File: src/slru_pkg.sv
// Package for the size-bounded LRU cache: controller state type and
// the status/command structs shared by the controller and datapath.
package slru_pkg;

  typedef enum logic [2:0] {
    ST_IDLE,
    ST_LOOKUP,
    ST_EVICT,
    ST_FULLCHK,
    ST_INSERT,
    ST_DONE
  } state_e;

  typedef struct packed {
    logic load;      // capture request
    logic touch;     // hit: promote found entry
    logic evict;     // drop least recent entry
    logic insert;    // write request into free slot
    logic count_ev;  // bump eviction count
    logic set_hit;
    logic set_stored;
  } cmd_t;

  typedef struct packed {
    logic found;
    logic over;      // total + size > budget
    logic nonzero;   // total != 0
    logic fits;
    logic full;
    logic any_valid;
  } stat_t;

endpackage

File: src/slru_ctrl.sv
// Controller state machine for the LRU cache.
// Depends on slru_pkg.
module slru_ctrl (
  input  logic           clk_i,
  input  logic           rst_ni,
  input  logic           in_valid_i,
  output logic           in_ready_o,
  output logic           out_valid_o,
  input  logic           out_ready_i,
  input  slru_pkg::stat_t stat_i,
  output slru_pkg::cmd_t  cmd_o
);
  import slru_pkg::*;

  state_e state_q, state_d;

  always_ff @(posedge clk_i or negedge rst_ni) begin
    if (!rst_ni) begin
      state_q <= ST_IDLE;
    end else begin
      state_q <= state_d;
    end
  end

  always_comb begin
    state_d = state_q;
    unique case (state_q)
      ST_IDLE:    if (in_valid_i) state_d = ST_LOOKUP;
      ST_LOOKUP:  state_d = stat_i.found ? ST_DONE : ST_EVICT;
      ST_EVICT: begin
        if (!(stat_i.over && stat_i.nonzero && stat_i.any_valid)) begin
          state_d = stat_i.fits ? ST_FULLCHK : ST_DONE;
        end
      end
      ST_FULLCHK: state_d = ST_INSERT;
      ST_INSERT:  state_d = ST_DONE;
      ST_DONE:    if (out_ready_i) state_d = ST_IDLE;
      default:    state_d = ST_IDLE;
    endcase
  end

  always_comb begin
    cmd_o       = '0;
    in_ready_o  = 1'b0;
    out_valid_o = 1'b0;
    unique case (state_q)
      ST_IDLE: begin
        in_ready_o = 1'b1;
        cmd_o.load = in_valid_i;
      end
      ST_LOOKUP: begin
        cmd_o.touch   = stat_i.found;
        cmd_o.set_hit = stat_i.found;
      end
      ST_EVICT: begin
        if (stat_i.over && stat_i.nonzero && stat_i.any_valid) begin
          cmd_o.evict    = 1'b1;
          cmd_o.count_ev = 1'b1;
        end
      end
      ST_FULLCHK: begin
        cmd_o.evict    = stat_i.full;
        cmd_o.count_ev = stat_i.full;
      end
      ST_INSERT: begin
        cmd_o.insert     = 1'b1;
        cmd_o.set_stored = 1'b1;
      end
      ST_DONE:    out_valid_o = 1'b1;
      default: ;
    endcase
  end
endmodule

File: config.mk
export PLATFORM = sky130hd
export DESIGN_NAME = slru_ctrl
export DESIGN_NICKNAME = d
export VERILOG_FILES = /design/src/slru_pkg.sv /design/src/slru_ctrl.sv
export SDC_FILE = /design/constraint.sdc
export NUM_CORES = 1
export LEC_CHECK = 0
export BUFFER_PORTS_ARGS = -buffer_cell sky130_fd_sc_hd__buf_4
export CORE_AREA = 2 2 39 41
export DETAILED_ROUTE_END_ITERATION = 10
export DIE_AREA = 0 0 41 43
export GPL_ROUTABILITY_DRIVEN = 0
export GPL_TIMING_DRIVEN = 0
export PLACE_DENSITY_LB_ADDON = 0.2
export SETUP_SLACK_MARGIN = 0.15
export SKIP_CTS_REPAIR_TIMING = 1
export SLEW_MARGIN = 20
export SYNTH_ARGS = -nofsm -noshare
export SYNTH_HDL_FRONTEND = slang
export SYNTH_SLANG_ARGS = --single-unit
File: constraint.sdc
create_clock -name clk_i -period 1.2 [get_ports clk_i]
set_input_delay 0.24 -clock clk_i [delete_from_list [all_inputs] [get_ports clk_i]]
set_output_delay 0.24 -clock clk_i [all_outputs]
set_load 0.1 [all_outputs]
# After elaboration in Yosys (flattened, before gate mapping)
# Cells that the tools add are included.
[word_totals]
ff_bits = 3
elab_cells = 26
out_inout_bits = 9
[op_classes]
n_eq_ne = 8
mux = 13
reduce_logical = 4
[ops]
columns = ["operator", "n"]
rows = [
  ["one-hot mux 3 bit (6 select lines)", 1],
  ["2-to-1 mux 3 bit", 5],
  ["== test 3 x 2 -> 1 bit, second input constant", 2],
  ["== test 3 bit, second input constant", 2],
  ["2-to-1 mux 1 bit", 6],
  ["inequality test 2 bit, second input constant", 3],
  ["== test 3 x 1 -> 1 bit, second input constant", 1],
  ["logical NOT 3 bit", 1],
  ["AND reduction 3 bit", 1],
  ["logical AND 1 bit", 2],
  ["one-hot mux 1 bit (2 select lines)", 1],
]

# Logic depth before layout (Yosys ltp)
[logic_depth]
ltp_word = 4
ltp_mapped = 5
ltp_nobuf = 3

# Worst setup path after synthesis
# OpenSTA, ideal clock, no wires.
[synth_timing]
path_kind = "register to output"
start = "reg state_q[0]"
end = "out cmd_o[6] (netlist bit)"
path_stages_with_launch = 4
path_buffers = 1
arrival_ns = 3.571
path_slack_ns = -2.611
path_cell_list = "dfrtp_1 -> buf_4 -> nor3_1 -> and2_1"
[synth_lines]
columns = ["item", "line", "text"]
rows = [
  ["start: declaration", "slru_ctrl.sv:15", "state_e state_q, state_d;"],
  ["start signal: assignment", "slru_ctrl.sv:21", "state_q <= state_d;"],
  ["end: declaration", "slru_ctrl.sv:11", "output slru_pkg::cmd_t cmd_o"],
]

==> run_results.csv <==
group,metric,value,unit
drt,dr.pass1.iters,4,
global_route,first_global_vias,255,
synth,synth_ff_type,"dfrtp_1",
global_route,grt_pass1_wl,1050,um
setup_path,setup.worst_path.start_class,"register",
timing,period_needed,1.88,ns
finish,regMostFlops,"state_q",
setup_path,cp_max_fo,5,
finish,area_growth,150,%
clocking,cts_buffers,3,
setup_path,critical_path_class,"register to primary output",
finish,diodes,0,
clocking,clkSinkCount,3,
clocking,cts_max_level,1,
synth,ys_ff_latch,3,
setup_path,rr_worst_depth,4,
clocking,clock_path_buffers,2,
place,port-buffer-count,18,
synth,synthCells,33,
status,status,"finished, violations left",
setup_path,critPathRequiredTime,0.96,ns
timing,rsz0062_at_grt,"true",
job,maxCapViolCount,0,
worst_hold_path,hold_path.class,"input port to register",
floorplan,pin_count,19,
timing,worst_slew_pin_slew,0.222,ns
setup_path,rrSetupSlack,-0.13,ns
floorplan,die-area,1760,um2
synth,ys_types,22,
place,numPlacedInstances,67,
synth,postSynth.asyncResetShare,100,%
floorplan,die_y,43,um
synth,synth_edf_count,0,
clocking,cts_root_buf,"clkbuf_4",
drt,dr_total_vias,367,
clocking,clk_latency,0.24,ns
place,place_hpwl,528,um
drt,vias_per_cell,4.59,
finish,drive_gt1_share,70.3,%
setup_path,r2r_end,"state_q[0]",
global_route,gr-usage-all-layers,9.17,%
synth,syn_area,292,um2
timing,slew_headroom,85.2,%
floorplan,initial_utilization,21.1,%
setup_path,end_kind,"primary output",
drt,routed_wl,892,um
setup_path,crit_path_end,"cmd_o[4]",
drt,drt_iter0_drc,12,
drt,antenna_left,0,
finish,fin_cells,80,
global_route,antenna_found_initial,0,
floorplan,core_area,1380,um2
status,violations,"negative setup slack",
timing,clock.fmax,531,MHz
setup_path,startpoint,"state_q[0]",
synth,synth-seq-area-share,25.8,%
drt,detail_route.wl_per_cell,11.2,um
setup_path,reg2reg_from,"state_q[1]",
finish,largest_registers,"state_q: 3 flops",
synth,avgSynthCellArea,8.83,um2
timing,fin_crit_sh,157,%
setup_path,arrival,1.64,ns
finish,nNetsFinal,75,
synth,synth_fp_nets,43,
drt,route.detailed.drc,0,
clocking,cts_tree,"yes",
timing,layout_setup_ws,-0.682,ns
global_route,grt_max_degree,11,
synth,yosysWarnings,0,
timing,skew,0.000877,ns
timing,maxSlewViolCount,0,
clocking,path_clk_slew,0.04,ns
timing,hold_violations,0,
global_route,overflow,0,
floorplan,die_w,41,um
floorplan,rows,14,
finish,largest_reg_flops,3,
timing,setup_viol,12,
## Yosys cell counts, types with 2 or more instances
cell type | count | area [um2]
nor3_1 | 2 | 10.0
dfrtp_1 | 3 | 75.1
o31ai_1 | 2 | 15.0
nand2b_1 | 3 | 18.8
inv_1 | 2 | 7.51
buf_4 | 4 | 30.0
buf_6 | 2 | 22.5
## through the flow
| step | TNS, ns | hold slack (ns) | util (%) | instance area (um2) | setup slack, ns |
|---|---|---|---|---|---|
| floorplan | -4.58 | -0.0556 | - | 344 | -0.823 |
| global placement | -2.04 | 0.0308 | 36.1 | 499 | -0.509 |
| detailed placement | -2.02 | 0.0307 | 36.1 | 499 | -0.512 |
| CTS | -4.42 | -0.221 | 38.0 | 526 | -0.767 |
| global route | -5.15 | 0.311 | 52.7 | 729 | -0.754 |
| finish | -4.62 | 0.297 | 52.7 | 729 | -0.682 |
## cells by family (layout without fill, tap and decap cells)
| family | count (synthesis) | count (layout) | share of synthesized area [%] |
|---|---|---|---|
| buf+inv | 8 | 39 | 20.6 |
| compound gates | 9 | 9 | 23.6 |
| flops | 3 | 3 | 25.8 |
| simple gates | 13 | 13 | 30.0 |
## worst max-delay path, stage by stage, from the launching register on
cell      delay [ns]
dfrtp_1         0.38
buf_6           0.13
nand4b_1        0.22
nor3_4          0.25
a41o_2          0.17
buf_6           0.10
buf_12          0.16
## per-layer routing
layer  routed length (um)  vias to the layer above  global-route usage [%]  part of all wire (%)
met5                    0                        -                       0                     0
met1                  342                      173                    11.7                    38
met2                  455                       16                    11.6                    51
li1                     -                      176                       -                     -
met4                   17                        0                    6.00                   1.9
met3                   76                        2                    4.71                   8.5
## area by class of cell
type                            count  area, um2
Sequential cell                     3       75.1
Timing Repair Buffer               27        317
Clock buffer                        4       26.3
Multi-Input combinational cell     22        208
Inverter                            2       7.51
Buffer                              6       76.3
Tap cell                           16       20.0
Fill cell                         130        654
## cells in the final DEF (no fill, tap or decap)
master	count
dfrtp_1	3
or4_1	1
nand2b_1	2
o22a_1	1
dlygate4sd3_1	1
buf_4	15
buf_12	9
and3b_2	1
o21bai_1	1
nand4b_1	1
o21a_1	1
nand2b_4	2
clkbuf_4	3
a21o_2	1
and2_4	1
o21ai_0	1
a41o_2	1
buf_6	8
inv_1	2
nand2_1	1
nor3_4	3
o31ai_1	2
clkbuf_1	1
a21oi_1	1
nor2_4	1
## how the worst min path moves through the flow
stage | startpoint | endpoint | cells past startpoint
floorplan | rst_ni | state_q[0] | 0
global placement | rst_ni | state_q[2] | 1
detailed placement | rst_ni | state_q[2] | 1
CTS | rst_ni | state_q[1] | 1
global route | out_ready_i | state_q[0] | 3
finish | out_ready_i | state_q[0] | 3
Power is left out: the tool's default activity adds up to more than one toggle a clock period on the data nets, which glitch-free logic cannot reach.
