File: src/slru_pkg.sv
// Package for the size-bounded LRU cache: controller state type and
// the status/command structs shared by the controller and datapath.
package slru_pkg;

  typedef enum logic [2:0] {
    ST_IDLE,
    ST_LOOKUP,
    ST_EVICT,
    ST_FULLCHK,
    ST_INSERT,
    ST_DONE
  } state_e;

  typedef struct packed {
    logic load;      // capture request
    logic touch;     // hit: promote found entry
    logic evict;     // drop least recent entry
    logic insert;    // write request into free slot
    logic count_ev;  // bump eviction count
    logic set_hit;
    logic set_stored;
  } cmd_t;

  typedef struct packed {
    logic found;
    logic over;      // total + size > budget
    logic nonzero;   // total != 0
    logic fits;
    logic full;
    logic any_valid;
  } stat_t;

endpackage

File: src/slru_dp.sv
// Datapath for the LRU cache: slot table, recency ranks, byte total,
// request and result registers. Depends on slru_pkg.
module slru_dp #(
  parameter int ENTRIES   = 16,
  parameter int KEY_BITS  = 32,
  parameter int SIZE_BITS = 24
) (
  input  logic                 clk_i,
  input  logic                 rst_ni,
  input  logic [31:0]          key_i,
  input  logic [23:0]          size_i,
  input  logic                 cfg_we_i,
  input  logic [31:0]          cfg_data_i,
  input  slru_pkg::cmd_t       cmd_i,
  output slru_pkg::stat_t      stat_o,
  output logic                 hit_o,
  output logic                 stored_o,
  output logic [4:0]           evicted_o,
  output logic [31:0]          bytes_o
);
  import slru_pkg::*;

  localparam int IW = $clog2(ENTRIES);
  localparam int CW = $clog2(ENTRIES + 1);
  localparam int SW = (SIZE_BITS < 24) ? SIZE_BITS : 24;

  logic [KEY_BITS-1:0] slot_key_q   [ENTRIES];
  logic [SW-1:0]       slot_bytes_q [ENTRIES];
  logic [ENTRIES-1:0]  valid_q;
  logic [IW-1:0]       rank_q       [ENTRIES];
  logic [31:0]         total_q;
  logic [31:0]         budget_q;
  logic [KEY_BITS-1:0] key_q;
  logic [SW-1:0]       size_q;
  logic                hit_q, stored_q;
  logic [4:0]          ev_q;

  logic [ENTRIES-1:0]  match, oldest;
  logic [IW-1:0]       found_idx, old_idx, free_idx;
  logic [IW-1:0]       found_rank;
  logic [CW-1:0]       nvalid;
  logic [32:0]         sum;
  logic [KEY_BITS-1:0] key_in;

  if (KEY_BITS <= 32) begin : g_knarrow
    assign key_in = key_i[KEY_BITS-1:0];
  end else begin : g_kwide
    assign key_in = {{(KEY_BITS-32){1'b0}}, key_i};
  end

  always_comb begin
    found_idx = '0;
    old_idx   = '0;
    free_idx  = '0;
    nvalid    = '0;
    for (int i = 0; i < ENTRIES; i++) begin
      match[i]  = valid_q[i] && (slot_key_q[i] == key_q);
      oldest[i] = valid_q[i] && (rank_q[i] == '0);
      if (match[i])  found_idx = IW'(i);
      if (oldest[i]) old_idx   = IW'(i);
      nvalid = nvalid + CW'(valid_q[i]);
    end
    for (int i = ENTRIES - 1; i >= 0; i--) begin
      if (!valid_q[i]) free_idx = IW'(i);
    end
  end

  assign found_rank = rank_q[found_idx];
  assign sum = {1'b0, total_q} + 33'(size_q);

  assign stat_o.found     = |match;
  assign stat_o.over      = sum > {1'b0, budget_q};
  assign stat_o.nonzero   = total_q != '0;
  assign stat_o.fits      = !stat_o.over;
  assign stat_o.full      = &valid_q;
  assign stat_o.any_valid = |oldest;

  always_ff @(posedge clk_i) begin
    if (cmd_i.load) begin
      key_q  <= key_in;
      size_q <= size_i[SW-1:0];
    end
    if (cmd_i.insert) begin
      slot_key_q[free_idx]   <= key_q;
      slot_bytes_q[free_idx] <= size_q;
    end
  end

  always_ff @(posedge clk_i or negedge rst_ni) begin
    if (!rst_ni) begin
      valid_q  <= '0;
      total_q  <= '0;
      budget_q <= 32'd1048576;
      hit_q    <= 1'b0;
      stored_q <= 1'b0;
      ev_q     <= '0;
      for (int i = 0; i < ENTRIES; i++) rank_q[i] <= '0;
    end else begin
      if (cfg_we_i) budget_q <= cfg_data_i;
      if (cmd_i.load) begin
        hit_q    <= 1'b0;
        stored_q <= 1'b0;
        ev_q     <= '0;
      end
      if (cmd_i.set_hit)    hit_q    <= 1'b1;
      if (cmd_i.set_stored) stored_q <= 1'b1;
      if (cmd_i.count_ev && ev_q != 5'd31) ev_q <= ev_q + 5'd1;
      if (cmd_i.touch) begin
        for (int i = 0; i < ENTRIES; i++) begin
          if (valid_q[i] && rank_q[i] > found_rank) rank_q[i] <= rank_q[i] - 1'b1;
        end
        rank_q[found_idx] <= IW'(nvalid - CW'(1));
      end
      if (cmd_i.evict) begin
        valid_q[old_idx] <= 1'b0;
        total_q <= total_q - 32'(slot_bytes_q[old_idx]);
        for (int i = 0; i < ENTRIES; i++) begin
          if (valid_q[i] && rank_q[i] != '0) rank_q[i] <= rank_q[i] - 1'b1;
        end
      end
      if (cmd_i.insert) begin
        valid_q[free_idx] <= 1'b1;
        rank_q[free_idx]  <= IW'(nvalid);
        total_q <= total_q + 32'(size_q);
      end
    end
  end

  assign hit_o     = hit_q;
  assign stored_o  = stored_q;
  assign evicted_o = ev_q;
  assign bytes_o   = total_q;
endmodule
File: config.mk
export PLATFORM = sky130hd
export DESIGN_NAME = slru_dp
export DESIGN_NICKNAME = d
export VERILOG_FILES = /design/src/slru_pkg.sv /design/src/slru_dp.sv
export SDC_FILE = /design/constraint.sdc
export NUM_CORES = 2
export LEC_CHECK = 0
export BUFFER_PORTS_ARGS = -buffer_cell sky130_fd_sc_hd__buf_2
export CAP_MARGIN = 20
export CORE_UTILIZATION = 50
export DETAILED_ROUTE_END_ITERATION = 10
export PLACE_DENSITY_LB_ADDON = 0.05
export SLEW_MARGIN = 20
export SYNTH_ARGS = -nofsm -noshare
export SYNTH_HDL_FRONTEND = slang
export SYNTH_SLANG_ARGS = --single-unit
File: constraint.sdc
create_clock -name clk_i -period 8.1 [get_ports clk_i]
set_input_delay 0.81 -clock clk_i [delete_from_list [all_inputs] [get_ports clk_i]]
set_output_delay 0.81 -clock clk_i [all_outputs]
set_load 0.05 [all_outputs]
---- After elaboration in Yosys (flattened, before gate mapping) ----
Memories as Yosys holds them, arrays and structs flattened.
Index checks and enable logic that the tools add are counted.
cells by class
  eq/ne operators ......................... 17
  add/sub/neg operators ................... 36
  order comparisons ....................... 25
  bitwise gates (word level) .............. 5
  reductions and logical operators ........ 110
  multiplexer cells ....................... 121
operators by type and width
  operator                                                             number
  32-bit equality test                                                 16
  4-bit two-way mux                                                    95
  64-bit two-way mux                                                   3
  64-bit bitwise mux                                                   2
  1-bit logical AND                                                    69
  4-bit by 1-bit subtractor with 4-bit output (second input constant)  17
  4-bit greater-than comparator                                        16
  4-bit logical NOT                                                    16
  32-bit two-way mux                                                   2
  4-bit nonzero test                                                   16
  4-bit by 1-bit adder with 4-bit output                               12
  32-bit by 24-bit adder with 33-bit output                            1
  33-bit by 32-bit greater-than comparator with 1-bit output           1
  32-bit by 24-bit adder with 32-bit output                            1
  4-bit demux with 4-bit select                                        2
  16-bit two-way mux                                                   2
  32-bit nonzero test                                                  1
  16-bit OR reduction                                                  2
  32-bit by 24-bit subtractor with 32-bit output                       1
  16-bit AND                                                           1
  4-bit binary-select mux with 4-bit select                            1
  16-bit inverter                                                      1
  16-bit bitwise OR                                                    1
  16-bit AND reduction                                                 1
  16 further kinds                                                     34
storage, ports and cells
  RAM bits ................................ 896
  register bits ........................... 207
  memories kept ........................... 2
  bits of input ports ..................... 98
  logic and storage cells ................. 340
memories
  name          words  width  read ports  clocked after memory_dff  write ports  RTL line       source
  slot_key_q    16     32     16          0                         1            slru_dp.sv:27  logic [KEY_BITS-1:0] slot_key_q [ENTRIES];
  slot_bytes_q  16     24     1           0                         1            slru_dp.sv:28  logic [SW-1:0] slot_bytes_q [ENTRIES];

---- Depth between registers and ports, before layout ----
An unclocked memory read counts as a cell.
  depth after elaboration ................. 32
  gate-level depth with buffers ........... 35

---- Worst setup path before layout ----
No wires, ideal clock.
  kind .................................... register -> register
  from .................................... register rank_q[48] (netlist name)
  to ...................................... register total_q[31], in the netlist bytes_o[31]
  arrival ................................. 6.642 ns
  data required time ...................... 8.017 ns
  clock period less this slack ............ 6.725 ns
  buffers on the path ..................... 1
  cell stages (with the launch flop) ...... 34
  setup slack ............................. 1.375 ns
  cell sequence ........................... dfrtp_1 -> inv_1 -> ha_1 -> nor4bb_1 -> a211oi_1 -> or3_1 -> buf_6 -> a211oi_4 -> nor3_2 -> a22oi_1 -> o2111ai_1 -> or3_1 -> inv_1 -> ha_1 -> o2111ai_1 -> nor4_2 -> nand3_1 -> nor2_1 -> xor2_1 -> o21ai_0 -> ha_1 -> and3_1 -> a21oi_1 -> nand2_1 -> a21o_1 -> a21o_1 -> a22oi_1 -> a31oi_1 -> a21oi_1 -> nor2b_1 -> o21a_1 -> o41ai_1 -> mux2i_1 -> xor2_1
on the way
  word-level cells in the longest chain between the ends .. 19
ends and longest elaborated chain
  what                                            RTL line        source
  from (decl)                                     slru_dp.sv:30   logic [IW-1:0] rank_q [ENTRIES];
  from (signal, indexed assignment)               slru_dp.sv:112  rank_q[found_idx] <= IW'(nvalid - CW'(1));
  from (signal, indexed assignment)               slru_dp.sv:123  rank_q[free_idx] <= IW'(nvalid);
  4-bit logical NOT                               slru_dp.sv:58   oldest[i] = valid_q[i] && (rank_q[i] == '0);
  1-bit logical AND                               slru_dp.sv:58
  4-bit two-way mux (13 in a row)                 slru_dp.sv:60   if (oldest[i]) old_idx = IW'(i);
  memory read 16 x 24 bit                         n/a
  32-bit by 24-bit subtractor with 32-bit output  slru_dp.sv:116  total_q <= total_q - 32'(slot_bytes_q[old_idx]);
  32-bit two-way mux                              slru_dp.sv:114  if (cmd_i.evict) begin
  32-bit two-way mux                              slru_dp.sv:121  if (cmd_i.insert) begin
  to (signal assigned)                            slru_dp.sv:116
  to (signal assigned)                            slru_dp.sv:124  total_q <= total_q + 32'(size_q);
  to (decl)                                       slru_dp.sv:31   logic [31:0] total_q;
Every way passes these cells. The select of a mux whose other input is x is not followed.
A chain may end at the register's enable or synchronous reset.

==> impl_metrics.json <==
{
  "dp_slack_ns": 0.322,
  "fin_total_pwr_uw": 23100,
  "post-route-period-util_pct": 94.7,
  "clock_skew_ns": 0.0541,
  "synth_nets": 4868,
  "routedWlPerCell_um": 26.7,
  "first_iter_violations": 4189,
  "synth_area_leader_cell": "edfxtp_1",
  "cp-start-kind": "flip-flop",
  "die_w_um": 335,
  "grt_usage_pct": 30.5,
  "max_clock_freq_mhz": 130,
  "die_y_um": 335,
  "regArea_um2": 32400,
  "first_global_vias": 37992,
  "drc": 0,
  "multiInputGateArea_um2": 21900,
  "worst_ep_arrival_time_ns": 6.86,
  "ys_seq_elements": 1103,
  "grt_pass1_wl_um": 252000,
  "fin_cells": 6459,
  "synthesis.area_um2": 55300,
  "finalWorstSetupSlack_ns": 0.432,
  "drive_above_1_share_pct": 12.8,
  "grt_max_degree": 66,
  "slew_viol_final": 0,
  "synth_area_per_cell_um2": 12.1,
  "first_pass_iters": 6,
  "worst-setup-path-type": "flip-flop to output port",
  "cp_max_fo": 18,
  "path_cells": "ha_1, a21oi_1, o21bai_1, a21oi_1, o21a_1, o31ai_1, or4_1, a31oi_1, o21a_1, nor2_1, xor2_1, ha_1, nor2b_1, o21ai_0, nand2b_1, a21oi_1, nor2b_1, o21ai_0, nand2b_1, a221oi_2, nor2_1, o41ai_1, o21a_1, buf_2",
  "synth_seq_area_share_pct": 58.5,
  "cts.htree.levels": 3,
  "ys_top_cells_by_area": "edfxtp_1, dfrtp_1, xor2_1, ha_1, xnor2_1",
  "critPathRequiredTime_ns": 7.29,
  "power_density_nw_per_um2": 366,
  "status": "completed",
  "rsz0062_at_grt": "no",
  "min_path_type": "primary input to asynchronous set/reset pin",
  "critPathMaxStageDelay_ns": 0.82,
  "rr_worst_depth": 33,
  "yosysUniqueCellTypes": 92,
  "portBuffers": 142,
  "async_reset_ff_share_pct": 13.7,
  "cts_buffers": 115,
  "cts_sinks": 1103,
  "clock_latency_ns": 0.74,
  "nets": 5187,
  "wl_um": 172000,
  "drv_cap": 0,
  "dp_hpwl_um": 117000,
  "gp_congestion": 0.925,
  "vias_per_cell": 6.05,
  "netlist_instances": 4571,
  "hold_viol": 0,
  "ios": 143,
  "clk_path_buf_depth": 3,
  "clock-root-buffer": "clkbuf_16",
  "area_growth_pct": 14.2,
  "setup_viol": 0,
  "placeableCoreArea_um2": 109000,
  "fin_crit_ns": 7.67,
  "ir_drop_mv": 0.527,
  "leakagePower_uw": 0.0235,
  "yosys_warnings": 0,
  "finalSetupTns_ns": 0,
  "fillers": 9171,
  "worst_pin_slew_ns": 1.13,
  "dpl.cell_count": 6244,
  "grt_overflow": 0,
  "cp-end-kind": "output port",
  "initial_core_util_pct": 50.6,
  "drtAntennaViolNets": 0,
  "cts_tree": "built",
  "dr_total_vias": 39099,
  "clkSlewWorstSetupHoldPaths_ns": 0.06,
  "cp_slowest_cell": "edfxtp_1",
  "diodes": 0,
  "rows": 121,
  "final_common_cell": "edfxtp_1",
  "synth.top_cell.area_share_pct": 51.7,
  "antenna_found_initial": 1,
  "max_slew_margin_pct": 23.9,
  "holdWs_ns": 0.121,
  "synthFlopType": "edfxtp_1",
  "synth_edf_count": 952,
  "die_area_um2": 112000,
  "mostFrequentLayoutCells": "edfxtp_1, xor2_1, nand2_1"
}
## kinds of logic after synthesis
family	share of synthesized area [%]
xor+xnor	9.87
simple gates	13.2
fa+ha+maj	4.66
buf+inv	2.39
flops	58.5
mux	2.30
compound gates	9.12
## synth_stat cells, types with 146 or more instances
cell type	n
nand2_1	410
clkbuf_1	146
o21ai_0	233
nor4_1	182
xnor2_1	208
ha_1	187
inv_1	150
xor2_1	416
edfxtp_1	952
nor2_1	195
dfrtp_1	150
a21oi_1	150
## path summary, 6_finish.rpt
| check | start | to | slack, ns |
|---|---|---|---|
| min in group clk_i | size_i[10] | size_q[10] | 0.24 |
| setup reg to reg | rank_q[40] | bytes_o[31] | 0.48 |
| hold / removal | rst_ni | rank_q[55] | 0.12 |
| setup / recovery | size_q[2] | stat_o[2] | 0.43 |
| max in group asynchronous | rst_ni | rank_q[8] | 6.74 |
| hold reg to reg | stored_o | stored_o | 0.48 |
## registers in the layout (all words and copies together), names as in the netlist
name and cells:
slot_key_q 512, valid_q 16, bytes_o 32, budget_q 32, evicted_o 5, hit_o 1, rank_q 64, slot_bytes_q 384
key_q 32, stored_o 1, size_q 24
## layer usage
layer | vias to the layer above | share of wire, % | GRT usage (%)
met5 | - | 0.0075 | 0
met4 | 2 | 3.3 | 9.82
met3 | 319 | 6.8 | 4.18
met2 | 1539 | 45 | 47.7
met1 | 19441 | 45 | 44.1
li1 | 17798 | - | -
## per-stage QoR
stage / cell area, µm² / utilization, %
3_5_place_dp: 59200 / 54.2
5_1_grt: 63200 / 57.8
3_3_place_gp: 59200 / 54.2
2_1_floorplan: 55300 / -
4_1_cts: 63000 / 57.7
6_report: 63200 / 57.8
## power by group
part	switching (µW)	total, µW	internal, µW	leakage (µW)
sequential	539	7410	6870	0.0104
combinational	7010	10300	3340	0.0112
clock	2300	5390	3080	0.00182
## cell type report
type / instances / share of cell area, %
flip-flops and latches: 1103 / 51.2
repair buffers: 387 / 4.34
well taps: 1476 / 2.92
clock inverters: 61 / 1.18
multi-input cells: 3132 / 34.6
inverters: 151 / 0.897
clock buffers: 149 / 4.84
## critical path, delay by kind of cell, from the launching register on
kind            cells  cell delay [ns]
xor+xnor            1             0.16
simple gates        7             1.07
compound gates     13             3.12
buf+inv             1             0.26
flops               1             0.82
fa+ha+maj           2             0.70
## repair_timing
item | in CTS | in global routing
hold buffers | 0 | 0
resized for setup | 0 | 14
setup buffers | 0 | 2
setup endpoints to repair | 0 | 5
Power figures use the tool's default switching activity.
